`config.mk`:
```
export PLATFORM = sky130hd
export DESIGN_NAME = cht_ram
export DESIGN_NICKNAME = d
export VERILOG_FILES = /design/src/rtl/cht_ram.sv
export SDC_FILE = /design/constraint.sdc
export NUM_CORES = 1
export LEC_CHECK = 0
export ABC_AREA = 0
export BUFFER_PORTS_ARGS = -buffer_cell sky130_fd_sc_hd__buf_2
export CAP_MARGIN = 20
export CORE_ASPECT_RATIO = 0.8
export CORE_UTILIZATION = 39
export CTS_BUF_LIST = sky130_fd_sc_hd__clkbuf_4
export CTS_CLUSTER_DIAMETER = 80
export DETAILED_ROUTE_END_ITERATION = 8
export PLACE_DENSITY_LB_ADDON = 0.2
export SLEW_MARGIN = 0
export SYNTH_ARGS = -nofsm -noshare
export SYNTH_HDL_FRONTEND = slang
export SYNTH_SLANG_ARGS = --single-unit
```
`constraint.sdc`:
```
create_clock -name i_clk -period 3.49 [get_ports i_clk]
set_clock_uncertainty 0.1 [all_clocks]
set_input_delay 0.1745 -clock i_clk [delete_from_list [all_inputs] [get_ports i_clk]]
set_output_delay 0.1745 -clock i_clk [all_outputs]
set_load 0.05 [all_outputs]
```
`src/rtl/cht_ram.sv`:
```
`default_nettype none
// ----------------------------------------------------------------------------
// cht_ram: generic single-port-write, single-port-read RAM.
// One write and one registered read per cycle.
// ----------------------------------------------------------------------------
module cht_ram #(
    parameter int Width = 8,
    parameter int Depth = 16
) (
    input  wire logic                     i_clk,
    input  wire logic                     i_we,
    input  wire logic [$clog2(Depth)-1:0] i_waddr,
    input  wire logic [Width-1:0]         i_wdata,
    input  wire logic [$clog2(Depth)-1:0] i_raddr,
    output logic      [Width-1:0]         o_rdata
);
    logic [Width-1:0] mem [Depth];

    always_ff @(posedge i_clk) begin
        if (i_we) begin
            mem[i_waddr] <= i_wdata;
        end
        o_rdata <= mem[i_raddr];
    end
endmodule
`default_nettype wire

```
==> flow_summary.ini, run 1 <==
[floorplanning]
core-area_mm2 = 0.01287
io_pins = 26
start_util_pct = 40.00
die_h_um = 104.8
rows = 37
die_w_um = 130.4
dieArea_mm2 = 0.01366

[setup_path]
cp_data_arrival_time_ps = 1860
crit_chain = dlygate4sd3_1 > buf_2 > nand2b_1 > nor2_1
crit_path_max_fanout = 8
endpoint_kind = flip-flop
crit_slowest_cell = nor2_1
worst_setup_path_start_kind = primary input
critPathKind = in2reg
crit_path_max_incr_delay_ps = 770
required_ps = 3540

[synthesis]
synth_simple_gate_area_share_pct = 3.184
synth_top_area_cell = edfxtp_1
synth-seq-cells = 136
synth_fp_nets = 247
yosysSeqAreaShare_pct = 77.78
synth_cell_types = 19
synth_fa_ha_area_share_pct = 0
netlist_instances = 229
synth_xor_area_share_pct = 0
synth_area_leaders = edfxtp_1 (75%), mux4_2 (7.9%), mux4_1 (7.1%)
synth.area.mux_share_pct = 15.02
synth_compound_area_share_pct = 2.333
yosysWarnings = 0
netlist_area_mm2 = 0.005147
avgSynthCellArea_um2 = 22.48
synth_top_family_by_area = multiplexers
synth_top_cell_area_share_pct = 74.67

[timing]
hold_viol = 0
post-route-period-util_pct = 51.94
rsz0062_at_grt = false
slew_headroom_pct = 33.85
fin_crit_ps = 1813
max_freq_ghz = 0.5517
tightest_slew_ps = 988.5
setup_viol = 0
finalMaxSlewViolations = 0
setup_tns_ps = 0

[power_and_ir_drop]
power.total_mw = 3.112
netSwitchingFraction_pct = 22.70
p_leak_nw = 1.931
switchingPower_mw = 0.7064
power_frac_seq_pct = 58.9
peakVddDrop_mv = 0.2083
p_clk_share_pct = 34.5
combPwrFrac_pct = 6.6
internal_power_mw = 2.405
power.density_mw_per_mm2 = 531.3

[global_routing]
first_global_vias = 2538
grt_max_degree = 33
grt_overflow = 0
grt_usage_pct = 16.85
grt_pass1_wl_um = 15410
antenna_found_initial = 0

[placed_design]
post_dp_cell_area_mm2 = 0.005448
gp_congestion = 0.6946
portBuffers = 25
dpl.hpwl_um = 6364

[drt]
drtIter0Drc = 196
wl_um = 10130
via_count = 2377
dr.pass1.iters = 4
vias_per_cell = 5.090
drc_errors = 0
ant_nets = 0
routedWlPerCell_um = 21.70

[clock_tree]
cts_max_level = 4
cts_sinks = 136
cts_root_buf = clkbuf_4
clk_latency_ps = 520
cts_resized = 0
cts_inserted_buffers = 17
cts.path.max_buffers = 2
cts_tree = done
clk_pin_slew_ps = 120

[final_layout]
final_layout_size_suffix_gt1_share_pct = 28.08
syn_to_final_growth_pct = 13.78
num_antenna_cells = 0
design_area_mm2 = 0.005857
fillers = 1135
nets = 297

[outcome]
status = complete, no violations

[flow_run]
drv_cap = 0

[hold_path]
holdCritPathClass = in2reg
synth_stat cells:
| master | instances |
|---|---|
| edfxtp_1 | 128 |
| buf_6 | 3 |
| nor2b_1 | 1 |
| mux4_1 | 14 |
| nor2_1 | 13 |
| nand3b_1 | 2 |
| nor3_1 | 4 |
| nand2_1 | 9 |
| mux4_2 | 18 |
| buf_4 | 1 |
| or3b_2 | 1 |
| and2_1 | 1 |
| nand2b_1 | 2 |
| and2b_1 | 1 |
| nand3_1 | 1 |
| dfxtp_1 | 8 |
| a22oi_1 | 16 |
| clkdlybuf4s25_2 | 3 |
| buf_2 | 3 |
flip-flops by register name (all words and copies together) (netlist names):
| register | cells |
|---|---|
| o_rdata | 8 |
| mem | 128 |
per-layer routing:
| layer | share of wire [%] | vias up | track usage (%) |
|---|---|---|---|
| met4 | 1.1 | 0 | 6.158 |
| met2 | 48 | 73 | 25.04 |
| li1 | - | 1076 | - |
| met3 | 5.9 | 12 | 4.916 |
| met1 | 45 | 1216 | 23.55 |
| met5 | 0 | - | 0 |
worst paths after layout:
path	cells past startpoint	startpoint	end	slack (ps)
setup / recovery	4	i_waddr[0]	mem[14][7]$_DFFE_PP_	1680
hold / removal	2	i_waddr[1]	mem[4][4]$_DFFE_PP_	60
setup reg to reg	3	mem[3][4]$_DFFE_PP_	o_rdata[4]$_DFF_P_	2010
hold reg to reg	3	mem[0][5]$_DFFE_PP_	o_rdata[5]$_DFF_P_	590
power by group through the flow:
| stage | Clock, mW | Combinational [mW] | Sequential (mW) |
|---|---|---|---|
| 2_1_floorplan | 0 | 0.0927 | 1.91 |
| 3_3_place_gp | 0 | 0.199 | 1.87 |
| 3_5_place_dp | 0 | 0.202 | 1.87 |
| 4_1_cts | 1.09 | 0.210 | 1.83 |
| 5_1_grt | 1.17 | 0.224 | 1.84 |
| 6_report | 1.07 | 0.206 | 1.83 |
worst max-delay path: cells and delay by family:
kind                   cells  cell delay [ps]
buffers and inverters      2              710
AND/OR/NAND/NOR            2              970
cells in the final DEF, fill, tap and decap left out:
cell	instances
nor2b_1	1
nand3b_1	2
clkinv_4	3
bufinv_16	3
mux4_2	18
clkinv_2	4
nand2b_1	2
nor3_2	1
clkinv_1	1
mux4_1	14
buf_2	25
nand3_1	1
dfxtp_1	8
nor3_1	3
a22oi_1	16
nor2_1	13
buf_4	5
and2_1	1
nand2_1	9
dlygate4sd3_1	10
and2b_1	1
clkinvlp_4	2
or3b_2	1
buf_6	1
clkbuf_4	19
edfxtp_1	128
cell type report:
type | count | area, µm² | area share, %
multi-input cells | 83 | 1062 | 18.14
clock buffers | 19 | 142.6 | 2.435
well taps | 175 | 219.0 | 3.739
clock inverters | 13 | 155.1 | 2.649
repair buffers | 41 | 274.0 | 4.678
flip-flops and latches | 136 | 4004 | 68.36
per-stage QoR:
stage	setup WS [ps]	hold WS (ps)	util, %	instances
after global placement	1265	462.6	42.33	424
final	1677	55.49	45.51	467
after CTS	1644	32.88	45.42	466
after global routing	1635	31.29	45.51	467
after detailed placement	1223	478.1	42.33	424
after floorplan	1723	173.4	-	229
kinds of logic (layout without fill, tap and decap cells):
kind of cell           count (synthesis)  after routing
AND/OR/NAND/NOR                       35             35
flip-flops                           136            136
buffers and inverters                 10             73
multiplexers                          32             32
AO/OA/AOI/OAI                         16             16
what timing repair did:
action | 4_1_cts | 5_1_grt
endpoints found under the hold margin | 130 | 0
endpoints found under the setup margin | 0 | 0
hold buffers | 10 | 0
buffers inserted | 0 | 0
Power figures use the tool's default switching activity.
==> run 2: changes to the inputs <==
Settings changed: ABC_AREA 0 to 1.
Clock period 3.49 ns to 1.65 ns, I/O delays scaled along.
==> flow_summary.ini, run 2 <==
[synthesis]
synth_most_common_cell = nand2_1
synth_cell_types = 12
yosysWarnings = 0
synth_top_area_cell = edfxtp_1
synth_fp_nets = 569
netlist_instances = 551
ys.flop_type = edfxtp_1
async_flop_share_pct = 0
netlist_area_mm2 = 0.005767
synth_top_cell_area_share_pct = 66.65
yosysSeqAreaShare_pct = 69.43
avgSynthCellArea_um2 = 10.47
synth-seq-cells = 136
synth_area_leaders = edfxtp_1 (67%), nand2_1 (11%), nand3_1 (8.4%)
synth-edff-count = 128
synth_commonest_cells = nand2_1 (173), edfxtp_1 (128), inv_1 (100)

[timing]
hold_viol = 0
finalMaxSlewViolations = 0
rsz0062_at_grt = false
max_freq_ghz = 0.6282
post-route-period-util_pct = 96.48
tightest_slew_ps = 683.9
setup_viol = 0
setup_tns_ps = 0
slew_headroom_pct = 54.36
timing.hold.ws_ps = 59.82
fin_crit_ps = 1592

[floorplanning]
dieArea_mm2 = 0.01528
die_w_um = 138.0
io_pins = 26
rows = 39
core-area_mm2 = 0.01435
start_util_pct = 40.20
die_h_um = 110.8

[drt]
drc_errors = 0
routedWlPerCell_um = 17.04
dr.pass1.iters = 5
wl_um = 13670
drtIter0Drc = 297
ant_nets = 0
via_count = 3842
vias_per_cell = 4.791

[global_routing]
grt_max_degree = 65
met3_usage_pct = 5.030
grt_usage_pct = 19.41
grt_pass1_wl_um = 21000
grt-busiest-layer = met1
use_met1_pct = 30.08
antenna_found_initial = 0
grt_overflow = 0
first_global_vias = 3523
grt_util_met2_pct = 26.57

[outcome]
status = complete, no violations

[clock_tree]
cts_sinks = 136
clk_latency_ps = 530
cts_max_level = 4
cts_tree = done
clk_pin_slew_ps = 130
cts_setup_buffers = 0
cts_inserted_buffers = 17
cts.path.max_buffers = 2
cts_root_buf = clkbuf_4

[final_layout]
fin_cells = 802
largest_register = mem
utilization_pct = 45.69
nets = 623
final_layout_size_suffix_gt1_share_pct = 13.43
syn_to_final_growth_pct = 13.67
layout_common_cells = nand2_1 (173), edfxtp_1 (128), inv_1 (100), nand3_1 (93), buf_2 (25)
largest_reg_flops = 128
final_common_cell = nand2_1
num_antenna_cells = 0
reg.largest.list = mem: 128 flops, o_rdata: 8 flops

[power_and_ir_drop]
power.density_mw_per_mm2 = 1004
peakVddDrop_mv = 0.4956
p_leak_nw = 2.833
power.total_mw = 6.580

[placed_design]
portBuffers = 25
dpl.hpwl_um = 8247
gp_congestion = 0.7618
dp.cells = 758

[setup_path]
timing.rr.start = mem[0][0]$_DFFE_PP_
required_ps = 1990
startpoint = mem[0][0]$_DFFE_PP_
crit_path_max_fanout = 1
critPathKind = reg2reg
cp_data_arrival_time_ps = 1930
worst_setup_path_start_kind = flip-flop
endpoint_kind = flip-flop

[hold_path]
holdCritPathClass = in2reg
hp-start = i_raddr[2]

[flow_run]
drv_cap = 0
## run 2: cell types whose count changed after synthesis, moves of 10 or more
cell,change
a22oi_1,-16
buf_2,+10
inv_1,+100
mux4_1,-14
mux4_2,-18
nand2_1,+164
nand3_1,+96
## run 2: final timing paths
kind | endpoint | slack (ps) | cells past startpoint
min | o_rdata[6]$_DFF_P_ | 60 | 5
max reg2reg | o_rdata[0]$_DFF_P_ | 60 | 7
min reg2reg | o_rdata[2]$_DFF_P_ | 580 | 6
max | o_rdata[0]$_DFF_P_ | 60 | 7
## run 2: critical path: stages, from the launching register on
cell and delay [ps]:
edfxtp_1 380, inv_1 60, nand2_1 50, nand3_1 110, nand3_1 100, nand3_2 110, nand2_1 60, dlygate4sd3_1 540
## run 2: layout make-up
class / instances / area [µm²]
Multi-Input combinational cell: 289 / 1234
Tap cell: 184 / 230.2
Inverter: 102 / 382.9
Clock buffer: 18 / 135.1
Clock inverter: 14 / 133.9
Timing Repair Buffer: 59 / 435.4
Fill cell: 1398 / 7791
Sequential cell: 136 / 4004
## run 2: cell families after synthesis
group,synth area share [%]
flops,69.43
buf+inv,9.525
simple gates,21.05
## run 2: routing by layer
layer  part of all wire (%)  vias up
li1                       -     1881
met1                     50     1836
met2                     43      112
met3                    5.9       13
met4                    1.4        0
met5                      0        -
## run 2: metrics by stage
stage / worst slack, ps / area, µm²
4_1_cts: 17.85 / 6535
2_1_floorplan: 516.7 / 5767
3_5_place_dp: 211.9 / 6146
3_3_place_gp: 222.9 / 6146
5_1_grt: 0.6617 / 6555
6_report: 58.14 / 6555
## run 2: where the power goes
| part | switching, mW | internal, mW |
|---|---|---|
| Clock | 1.22 | 0.893 |
| Combinational | 0.418 | 0.165 |
| Sequential | 0.0251 | 3.85 |
## run 2: timing repair
item                                   4_1_cts  5_1_grt
resized for setup                            0        4
endpoints found under the hold margin      136        0
setup endpoints to repair                    0        1
hold buffers                                12        0
